## src/rtl/core/tkvrp_pkg.sv

```systemverilog
// ----------------------------------------------------------------------------
// tkvrp_pkg
// Types and constants of the typed key/value record parser.
// ----------------------------------------------------------------------------
package tkvrp_pkg;

  // Parse limits
  localparam int unsigned MaxEntryCount  = 16;
  localparam int unsigned MaxKeyBytes    = 16;
  localparam int unsigned MaxStringBytes = 32;

  // Width of the completed entry counter, able to hold MaxEntryCount itself
  localparam int unsigned CntW = $clog2(MaxEntryCount + 1);

  // Largest value that the entry_count output field can show
  localparam int unsigned CountFieldMax = 31;

  // Parse phase; its code is also the byte role of a parsed byte
  typedef enum logic [2:0] {
    PH_KEYLEN = 3'd0,
    PH_KEY    = 3'd1,
    PH_TYPE   = 3'd2,
    PH_INTLO  = 3'd3,
    PH_INTHI  = 3'd4,
    PH_STRLEN = 3'd5,
    PH_STR    = 3'd6,
    PH_BOOL   = 3'd7
  } phase_e;

  localparam logic [3:0] ROLE_IGNORED = 4'd8;

  // Type byte codes, also used as entry_type
  localparam logic [7:0] TYPE_INT16  = 8'd0;
  localparam logic [7:0] TYPE_STRING = 8'd1;
  localparam logic [7:0] TYPE_BOOL   = 8'd2;

  // Stop reasons
  typedef enum logic [1:0] {
    STOP_NONE      = 2'd0,
    STOP_TRUNCATED = 2'd1,
    STOP_BAD_TYPE  = 2'd2,
    STOP_LIMIT     = 2'd3
  } stop_e;

  typedef struct packed {
    logic [7:0] data_byte;
    logic       last_byte;
  } in_t;

  typedef struct packed {
    logic [3:0]         byte_role;
    logic [3:0]         entry_index;
    logic [7:0]         byte_offset;
    logic               keep;
    logic               entry_done;
    logic [1:0]         entry_type;
    logic signed [15:0] int_value;
    logic               bool_value;
    logic               end_of_buffer;
    logic [4:0]         entry_count;
    logic [1:0]         stop_reason;
  } out_t;

endpackage

```

## src/rtl/core/typed_key_value_record_parser_core.sv

```systemverilog
// ----------------------------------------------------------------------------
// typed_key_value_record_parser_core
// Parses a byte stream of typed key/value entries, one result per byte.
// ----------------------------------------------------------------------------
// Usage:
//   The input channel (in_valid_i, in_stall_o, in_i) carries one buffer byte
//   per transfer, with last_byte set on the final byte of a buffer. The output
//   channel (out_valid_o, out_stall_i, out_o) returns exactly one result per
//   byte, in order: the byte's role, entry index, body offset and keep flag,
//   a pulse with the decoded value when an entry completes, and on the last
//   byte the final entry count and stop reason.
//   Each byte passes through the input register, then the result register.
//   Throughput is one byte per cycle while the receiver does not stall; the
//   parse state is a single small register set updated as a byte moves from
//   the input register to the result register.
//   While the receiver stalls, a pending result holds in the result register;
//   an empty input register still takes one more byte, then in_stall_o rises.
//   Reset empties both registers and returns the parser to the start of a
//   buffer; the state also returns there after every last byte.
// ----------------------------------------------------------------------------
module typed_key_value_record_parser_core (
  input  logic           clk_i,
  input  logic           rst_ni,
  input  logic           in_valid_i,
  output logic           in_stall_o,
  input  tkvrp_pkg::in_t in_i,
  output logic           out_valid_o,
  input  logic           out_stall_i,
  output tkvrp_pkg::out_t out_o
);
  import tkvrp_pkg::*;

  // Pipeline registers
  logic  in_valid_q;
  in_t   in_q;
  logic  out_valid_q;
  out_t  out_q, out_d;

  // Parse state
  phase_e          phase_q, phase_d;
  logic [CntW-1:0] cnt_q, cnt_d;
  logic [7:0]      rem_q, rem_d;
  logic [7:0]      off_q, off_d;
  logic [7:0]      low_q, low_d;
  logic            halted_q, halted_d;
  stop_e           reason_q, reason_d;

  logic out_ready;
  logic advance;

  assign out_ready  = !out_valid_q || !out_stall_i;
  assign advance    = in_valid_q && out_ready;
  assign in_stall_o = in_valid_q && !out_ready;

  // Parse one byte
  always_comb begin
    logic [7:0] b;
    logic       done;
    logic [7:0] rem_dec;
    stop_e      rsn;

    b       = in_q.data_byte;
    done    = 1'b0;
    rem_dec = rem_q - 8'd1;

    phase_d  = phase_q;
    cnt_d    = cnt_q;
    rem_d    = rem_q;
    off_d    = off_q;
    low_d    = low_q;
    halted_d = halted_q;
    reason_d = reason_q;

    out_d               = '0;
    out_d.byte_role     = ROLE_IGNORED;
    out_d.end_of_buffer = in_q.last_byte;

    // Halt on the byte after the limit entry
    if (!halted_q && phase_q == PH_KEYLEN && cnt_q >= CntW'(MaxEntryCount)) begin
      halted_d = 1'b1;
      reason_d = STOP_LIMIT;
    end

    if (!halted_d) begin
      out_d.byte_role   = {1'b0, phase_q};
      out_d.entry_index = 4'(cnt_q);
      unique case (phase_q)
        PH_KEYLEN: begin
          rem_d   = b;
          off_d   = '0;
          phase_d = (b == 8'd0) ? PH_TYPE : PH_KEY;
        end
        PH_KEY: begin
          out_d.byte_offset = off_q;
          out_d.keep        = (32'(off_q) < MaxKeyBytes);
          off_d             = off_q + 8'd1;
          rem_d             = rem_dec;
          if (rem_dec == 8'd0) phase_d = PH_TYPE;
        end
        PH_TYPE: begin
          priority if (b == TYPE_INT16) begin
            phase_d = PH_INTLO;
          end else if (b == TYPE_STRING) begin
            phase_d = PH_STRLEN;
          end else if (b == TYPE_BOOL) begin
            phase_d = PH_BOOL;
          end else begin
            halted_d = 1'b1;
            reason_d = STOP_BAD_TYPE;
            phase_d  = PH_KEYLEN;
          end
        end
        PH_INTLO: begin
          low_d   = b;
          phase_d = PH_INTHI;
        end
        PH_INTHI: begin
          done             = 1'b1;
          out_d.entry_type = TYPE_INT16[1:0];
          out_d.int_value  = {b, low_q};
        end
        PH_STRLEN: begin
          rem_d = b;
          off_d = '0;
          if (b == 8'd0) begin
            done             = 1'b1;
            out_d.entry_type = TYPE_STRING[1:0];
          end else begin
            phase_d = PH_STR;
          end
        end
        PH_STR: begin
          out_d.byte_offset = off_q;
          out_d.keep        = (32'(off_q) < MaxStringBytes);
          off_d             = off_q + 8'd1;
          rem_d             = rem_dec;
          if (rem_dec == 8'd0) begin
            done             = 1'b1;
            out_d.entry_type = TYPE_STRING[1:0];
          end
        end
        PH_BOOL: begin
          done             = 1'b1;
          out_d.entry_type = TYPE_BOOL[1:0];
          out_d.bool_value = (b != 8'd0);
        end
        default: ;
      endcase
      if (done) begin
        phase_d = PH_KEYLEN;
        rem_d   = '0;
        off_d   = '0;
        cnt_d   = cnt_q + CntW'(1);
      end
    end
    out_d.entry_done = done;

    rsn = reason_d;
    if (in_q.last_byte && !halted_d && phase_d != PH_KEYLEN) rsn = STOP_TRUNCATED;
    out_d.stop_reason = rsn;
    out_d.entry_count = (32'(cnt_d) > CountFieldMax) ? 5'(CountFieldMax) : 5'(cnt_d);

    // Start over for the next buffer
    if (in_q.last_byte) begin
      phase_d  = PH_KEYLEN;
      cnt_d    = '0;
      rem_d    = '0;
      off_d    = '0;
      low_d    = '0;
      halted_d = 1'b0;
      reason_d = STOP_NONE;
    end
  end

  always_ff @(posedge clk_i or negedge rst_ni) begin
    if (!rst_ni) begin
      in_valid_q  <= 1'b0;
      out_valid_q <= 1'b0;
      phase_q     <= PH_KEYLEN;
      cnt_q       <= '0;
      rem_q       <= '0;
      off_q       <= '0;
      low_q       <= '0;
      halted_q    <= 1'b0;
      reason_q    <= STOP_NONE;
    end else begin
      if (!in_stall_o) in_valid_q <= in_valid_i;
      if (out_ready) out_valid_q <= in_valid_q;
      if (advance) begin
        phase_q  <= phase_d;
        cnt_q    <= cnt_d;
        rem_q    <= rem_d;
        off_q    <= off_d;
        low_q    <= low_d;
        halted_q <= halted_d;
        reason_q <= reason_d;
      end
    end
  end

  // Payload registers, held while stalled
  always_ff @(posedge clk_i) begin
    if (!in_stall_o && in_valid_i) in_q <= in_i;
    if (advance) out_q <= out_d;
  end

  assign out_valid_o = out_valid_q;
  assign out_o       = out_q;

`ifndef SYNTH
  a_done_role: assert property (@(posedge clk_i) disable iff (!rst_ni)
    out_valid_o && out_o.entry_done |->
      out_o.byte_role == 4'(PH_INTHI) || out_o.byte_role == 4'(PH_STRLEN) ||
      out_o.byte_role == 4'(PH_STR) || out_o.byte_role == 4'(PH_BOOL))
    else $error("entry completed on a byte that cannot end an entry");

  a_ignored_quiet: assert property (@(posedge clk_i) disable iff (!rst_ni)
    out_valid_o && out_o.byte_role == ROLE_IGNORED |->
      !out_o.keep && !out_o.entry_done && out_o.entry_index == 4'd0)
    else $error("ignored byte carries entry information");

  a_halt_reason: assert property (@(posedge clk_i) disable iff (!rst_ni)
    halted_q |-> reason_q == STOP_BAD_TYPE || reason_q == STOP_LIMIT)
    else $error("parser halted without a halt reason");

  a_last_resets: assert property (@(posedge clk_i) disable iff (!rst_ni)
    advance && in_q.last_byte |=>
      phase_q == PH_KEYLEN && cnt_q == '0 && !halted_q && reason_q == STOP_NONE)
    else $error("parse state not cleared after the last byte");
`endif

endmodule

```

## config.mk

```make
export PLATFORM = sky130hd
export DESIGN_NAME = typed_key_value_record_parser_core
export DESIGN_NICKNAME = d
export VERILOG_FILES = /design/src/rtl/core/tkvrp_pkg.sv /design/src/rtl/core/typed_key_value_record_parser_core.sv
export SDC_FILE = /design/constraint.sdc
export NUM_CORES = 1
export LEC_CHECK = 0
export BUFFER_PORTS_ARGS = -buffer_cell sky130_fd_sc_hd__clkbuf_2
export CAP_MARGIN = 10
export CORE_MARGIN = 2
export CORE_UTILIZATION = 48
export CTS_CLUSTER_DIAMETER = 200
export DETAILED_ROUTE_END_ITERATION = 10
export GPL_ROUTABILITY_DRIVEN = 0
export MAX_ROUTING_LAYER = met4
export PLACE_DENSITY = 0.69
export SLEW_MARGIN = 0
export SYNTH_ARGS = -nofsm -noshare
export SYNTH_HDL_FRONTEND = slang
export SYNTH_SLANG_ARGS = --single-unit
export TNS_END_PERCENT = 5
```

## constraint.sdc

```tcl
create_clock -name clk_i -period 4.8 [get_ports clk_i]
set_clock_uncertainty 0.1 [all_clocks]
set_input_delay 0.24 -clock clk_i [delete_from_list [all_inputs] [get_ports clk_i]]
set_output_delay 0.24 -clock clk_i [all_outputs]
set_load 0.005 [all_outputs]
```

==> results of run 1 <==
==> power groups by stage <==
stage | combinational [W] | sequential, W | clock, W
2_1_floorplan | 0.000533 | 0.00105 | 0
3_3_place_gp | 0.000653 | 0.00111 | 0
3_5_place_dp | 0.000666 | 0.00112 | 0
4_1_cts | 0.000678 | 0.00110 | 0.000475
5_1_grt | 0.000771 | 0.00113 | 0.000500
6_report | 0.000688 | 0.00111 | 0.000464
==> synth_stat cells (2+ instances only) <==
cell       count
nor4_1         3
nand2b_1       5
xnor2_1        2
a21oi_1        5
o21bai_1       2
a22oi_1        7
dfrtp_1       37
mux2_2         2
o31ai_1        4
edfxtp_1      54
inv_1          9
o21ai_0       33
and3_1        11
nor4b_1        2
a31oi_1        2
nor2b_1        4
o21ai_1        2
a22o_1         4
nor2_1        25
or2_2          5
or3_1          3
ha_1           4
clkbuf_1      14
nor3_1        11
o2111ai_1      2
nand3_1        9
xor2_1         3
o21a_1         5
a32o_1         4
and3b_1        3
nand2_1       48
o221a_2        2
a311o_1        2
o311ai_0       2
and2_1        27
nor3b_1        2
==> worst min-delay path, stage by stage (launching register included) <==
cell	delay, ns
dfrtp_1	0.34
nand2_1	0.05
o21ai_0	0.06
==> final timing paths <==
check | slack, ns | cells after the start | from | end
worst max-delay path | 1.69 | 8 | rem_q[0] | rem_q[4]
worst min-delay path | 0.38 | 2 | low_q[2] | low_q[2]
worst max register to register | 1.69 | 8 | rem_q[0] | rem_q[4]
worst min register to register | 0.38 | 2 | low_q[2] | low_q[2]
max in group asynchronous | 3.50 | 2 | rst_ni | reason_q[0]
min in group asynchronous | 0.47 | 2 | rst_ni | in_valid_q
==> area by class of cell <==
class / count / area share (%)
Clock buffer: 10 / 2.58
Clock inverter: 6 / 0.808
Inverter: 10 / 0.757
Multi-Input combinational cell: 265 / 32.7
Sequential cell: 91 / 51.4
Tap cell: 108 / 2.73
Timing Repair Buffer: 75 / 8.99
==> flip-flops by register name, summed over array words and instances (netlist names) <==
name	cells
halted_q	1
out_o	45
low_q	8
cnt_q	5
reason_q	2
out_valid_o	1
in_valid_q	1
phase_q	3
rem_q	8
off_q	8
in_q	9
==> logic make-up (layout without fill, tap and decap cells) <==
| logic type | Yosys count | after routing |
|---|---|---|
| AND/OR/NAND/NOR | 164 | 164 |
| flip-flops | 91 | 91 |
| AO/OA/AOI/OAI | 89 | 89 |
| buffers and inverters | 26 | 101 |
| XOR/XNOR | 5 | 5 |
| adder cells (fa/ha/maj) | 4 | 4 |
| multiplexers | 3 | 3 |
==> metrics by stage <==
stage | utilization, % | std cells | instance area, um^2 | total power, W
floorplan | - | 382 | 4280 | 0.00158
global placement | 53.7 | 536 | 4660 | 0.00177
detailed placement | 53.7 | 536 | 4660 | 0.00179
CTS | 57.0 | 564 | 4950 | 0.00226
global route | 57.1 | 565 | 4960 | 0.00240
finish | 57.1 | 565 | 4960 | 0.00226
==> per-layer routing <==
| metal | vias to the layer above | wire [um] | GRT usage (%) |
|---|---|---|---|
| met3 | 14 | 451 | 3.79 |
| met1 | 1572 | 4100 | 27.6 |
| met5 | - | 0 | - |
| met4 | 0 | 124 | 8.54 |
| met2 | 103 | 4580 | 30.7 |
| li1 | 1542 | - | - |
==> key figures, run 1 <==
Pwr
  – Worst vdd rail ir drop: 0.178 mV
  – Clk pwr share: 20.6%
  – Psw: 0.000827 W
  – Power Density: 456 nW/um^2
  – P_leak: 2.13 nW
  – Power share of the sequential group: 49.0%
  – Total internal power: 0.00143 W
  – Comb power frac: 30.5%
  – Switching Share: 36.6%

Clock tree
  – Clock transition at path regs: 0.09 ns
  – Root Driver: clkbuf_8
  – CTS Hold Buffers Added: 12
  – Clk sinks: 91
  – Max H-tree Level: 3
  – CTS resizes: 0
  – Num CTS Buffers: 9
  – Max clock buf depth: 2
  – Post-CTS Setup Inserts: 0
  – CTS tree: done
  – Worst skew pair latency: 0.37 ns

Final layout
  – Fin nets: 469
  – Fillers: 766
  – Antenna diode count: 0
  – Layout cells sized above 1: 19.9%
  – Area of the multi-input gates: 1620 um^2
  – Register Area: 2550 um^2
  – Most frequent cells in the layout: 59 x clkbuf_2, 54 x edfxtp_1, 48 x nand2_1
  – Layout area overhead: 15.9%
  – Most common cell after layout, fill and taps aside: clkbuf_2

Drt
  – Avg WL per Cell: 16.4 um
  – Detail Route Antenna Nets: 0
  – DRT Pass-1 Iters: 5
  – DR vias/cell: 5.72
  – Final WL: 9260 um
  – DRC violations left: 0
  – Initial DRC Count: 223
  – Vias: 3,231

STA
  – Unrepaired setup endpoints after global routing: false
  – Final Slew Violations: 0
  – Final setup margin: 1.69 ns
  – FMAX: 321 MHz
  – Hold Worst Slack: 0.382 ns
  – Final Hold Violating Endpoints: 0
  – Final setup vio count: 0
  – Fin crit period: 3.11 ns
  – Slew headroom: 32.5%
  – Final worst path period share: 64.9%
  – Setup TNS: 0 ns
  – Worst slew pin tran: 1.01 ns

Floorplan
  – Core Rows: 34
  – DIE HEIGHT: 98.4 um
  – Initial core utilization: 49.3%
  – Top-Level Pins: 60
  – Die area: 9680 um^2
  – Die Span X: 98.4 um
  – Core Region: 8680 um^2

Global routing
  – Grt ovf: 0
  – All-layer global routing usage: 20.4%
  – First-pass GRT wire length: 15,200 um
  – Largest net degree at the start of global routing: 53
  – Antenna violations before repair: 0
  – Vias in the first global route: 3,056

Yosys
  – Fraction of the mapped netlist area in adder cells: 1.17%
  – Synth Flop Type: edfxtp_1
  – Dominant cell type by area after synthesis: edfxtp_1
  – Mapped Cells: 382
  – Synthesized area: 4280 um^2
  – Post-Synth XOR/XNOR Area: 1.02%
  – Sequential fraction of the synthesis area: 59.6%
  – Top cells by area, synth: edfxtp_1 38%, dfrtp_1 22%, nand2_1 4.2%, and2_1 4.0%, o21ai_0 3.9%
  – Mean Syn Cell Area: 11.2 um^2
  – Mux cell area share after synthesis: 0.878%
  – Synth warn: 0
  – Syn nets: 399
  – Post-Synth Simple-Gate Area: 20.3%
  – Compound-Gate Fraction of Synth Area: 14.6%
  – Synth cell types: 59
  – Largest family of logic cells by synthesized area: simple AND/OR/NAND/NOR gates
  – Synth top area share: 37.9%
  – Seq cells post-synth: 91
  – Asr flop ratio synth: 40.7%
  – EDFF count, synth: 54

Worst setup path
  – CP Data Arrival Time: 3.23 ns
  – Crit-path max cell delay: 0.61 ns
  – Worst path required time: 4.92 ns
  – Critical path capture point type: flip-flop
  – Slowest CP cell: o21ai_1
  – Maximum fanout along the worst path: 10
  – Setup crit start kind: flip-flop
  – Cell Chain, Critical Path: inv_1 -> ha_1 -> or4b_4 -> mux2_4 -> o31ai_4 -> a21oi_1 -> o21ai_1 -> o21ai_0
  – Top delay family on crit path: compound AO/OA/AOI/OAI gates
  – Crit Path Class: reg -> reg
  – Worst path bufs/invs: 1

Place
  – Post-detail-place hpwl: 6050 um
  – Place WS: 1.72 ns
  – PortBufs: 59

Run
  – Total of max-cap violations: 0

Hold path
  – Class of the worst hold path: reg -> reg

Status
  – Outcome: finished, final reports clean
(Power assumes the default switching activity.)
==> inputs of run 2 (changes only) <==
==> constraint.sdc (replaced) <==
create_clock -name clk_i -period 3.15 [get_ports clk_i]
set_clock_uncertainty 0.1 [all_clocks]
set_input_delay 0.1575 -clock clk_i [delete_from_list [all_inputs] [get_ports clk_i]]
set_output_delay 0.1575 -clock clk_i [all_outputs]
set_load 0.005 [all_outputs]
==> key figures, run 2 (synthesized netlist as in run 1, its figures left out) <==
Drt
  – DR vias/cell: 5.65
  – Final WL: 9050 um
  – Avg WL per Cell: 15.8 um
  – Initial DRC Count: 209
  – Vias: 3,229
  – DRC violations left: 0
  – Detail Route Antenna Nets: 0
  – DRT Pass-1 Iters: 6

Final layout
  – Fin nets: 476
  – Layout area overhead: 18.6%
  – Number of flip-flops in the largest register: 45
  – Layout cells sized above 1: 21.1%
  – Most frequent cells in the layout: 59 x clkbuf_2, 54 x edfxtp_1, 48 x nand2_1
  – Antenna diode count: 0
  – Design Area, Final: 5070 um^2
  – Most common cell after layout, fill and taps aside: clkbuf_2
  – Final core occ: 58.4%

STA
  – Setup TNS: 0 ns
  – Final Hold Violating Endpoints: 0
  – Worst slew pin tran: 0.976 ns
  – Final Slew Violations: 0
  – Unrepaired setup endpoints after global routing: false
  – Final worst path period share: 94.7%
  – FMAX: 335 MHz
  – Slew headroom: 35.0%
  – Fin crit period: 2.98 ns
  – Final setup margin: 0.168 ns
  – Final setup vio count: 0

Floorplan
  – DIE HEIGHT: 98.4 um
  – Die area: 9680 um^2
  – Initial core utilization: 49.3%
  – Core Region: 8680 um^2
  – Core Rows: 34
  – Top-Level Pins: 60
  – Die Span X: 98.4 um

Worst setup path
  – CP Data Arrival Time: 3.15 ns
  – Setup crit start kind: flip-flop
  – Crit Path Class: reg -> reg
  – Critical path capture point type: flip-flop
  – Worst path required time: 3.31 ns
  – Maximum fanout along the worst path: 13

Clock tree
  – Root Driver: clkbuf_8
  – Clock transition at path regs: 0.10 ns
  – CTS tree: done
  – Worst skew pair latency: 0.37 ns
  – Clk sinks: 91
  – Max H-tree Level: 3
  – Max clock buf depth: 2
  – CTS resizes: 0
  – Num CTS Buffers: 9

Pwr
  – P_leak: 2.19 nW
  – Power Density: 721 nW/um^2
  – Worst vdd rail ir drop: 0.337 mV
  – Overall Power: 0.00365 W

Place
  – Post-detail-place hpwl: 6100 um
  – Placed instance area: 4700 um^2
  – Place WS: 0.183 ns
  – PortBufs: 59

Global routing
  – Grt ovf: 0
  – Antenna violations before repair: 0
  – First-pass GRT wire length: 14,700 um
  – Largest net degree at the start of global routing: 53
  – All-layer global routing usage: 19.8%
  – Vias in the first global route: 3,008

Status
  – Outcome: finished, final reports clean

Run
  – Total of max-cap violations: 0

Hold path
  – Class of the worst hold path: in -> async
==> run 2: through the flow <==
step / instances / hold WS (ns)
after floorplan: 382 / -0.238
final: 572 / 0.381
after detailed placement: 541 / 0.236
after CTS: 570 / 0.388
after global routing: 572 / 0.407
after global placement: 541 / 0.236
==> run 2: metal layers <==
metal  share of wire (%)  GRT usage [%]
met5                   0              -
met4                 1.8           7.59
met3                 4.8           4.51
met2                  47           29.9
met1                  46           26.4
==> run 2: timing repair <==
action / CTS / global route
hold buffers: 13 / 0
setup buffers: 0 / 0
hold endpoints to repair: 48 / 0
==> run 2: area by class of cell <==
class	instances	area, um^2
fillers	744	3610
inverters	10	37.5
clock buffers	11	141
repair buffers	82	502
well taps	108	135
clock inverters	5	85.1
multi-input cells	265	1620
flip-flops and latches	91	2550
==> run 2: critical path: stages (launching register included) <==
cell and delay, ns:
dfrtp_1 0.45, inv_1 0.09, ha_1 0.23, or4b_4 0.50, mux2_4 0.29, o31ai_4 0.25, a41o_2 0.41, o21ai_0 0.21
mux2_2 0.35
==> run 2: worst paths after layout <==
path                       slack, ns  depth (start not counted)       end      from
max reg2reg                     0.17                          8  cnt_q[0]  rem_q[0]
min in group clk_i              0.38                          2  low_q[2]  low_q[2]
max in group asynchronous       1.97                          2  off_q[0]    rst_ni
max                             0.17                          8  cnt_q[0]  rem_q[0]
min reg2reg                     0.38                          2  low_q[2]  low_q[2]
min                             0.38                          2  cnt_q[0]    rst_ni
==> run 2: where the power goes <==
part,internal [W],leakage [nW],switching [W]
logic,0.000460,1.06,0.000624
clock network,0.000473,0.110,0.000420
registers,0.00147,1.03,0.000212
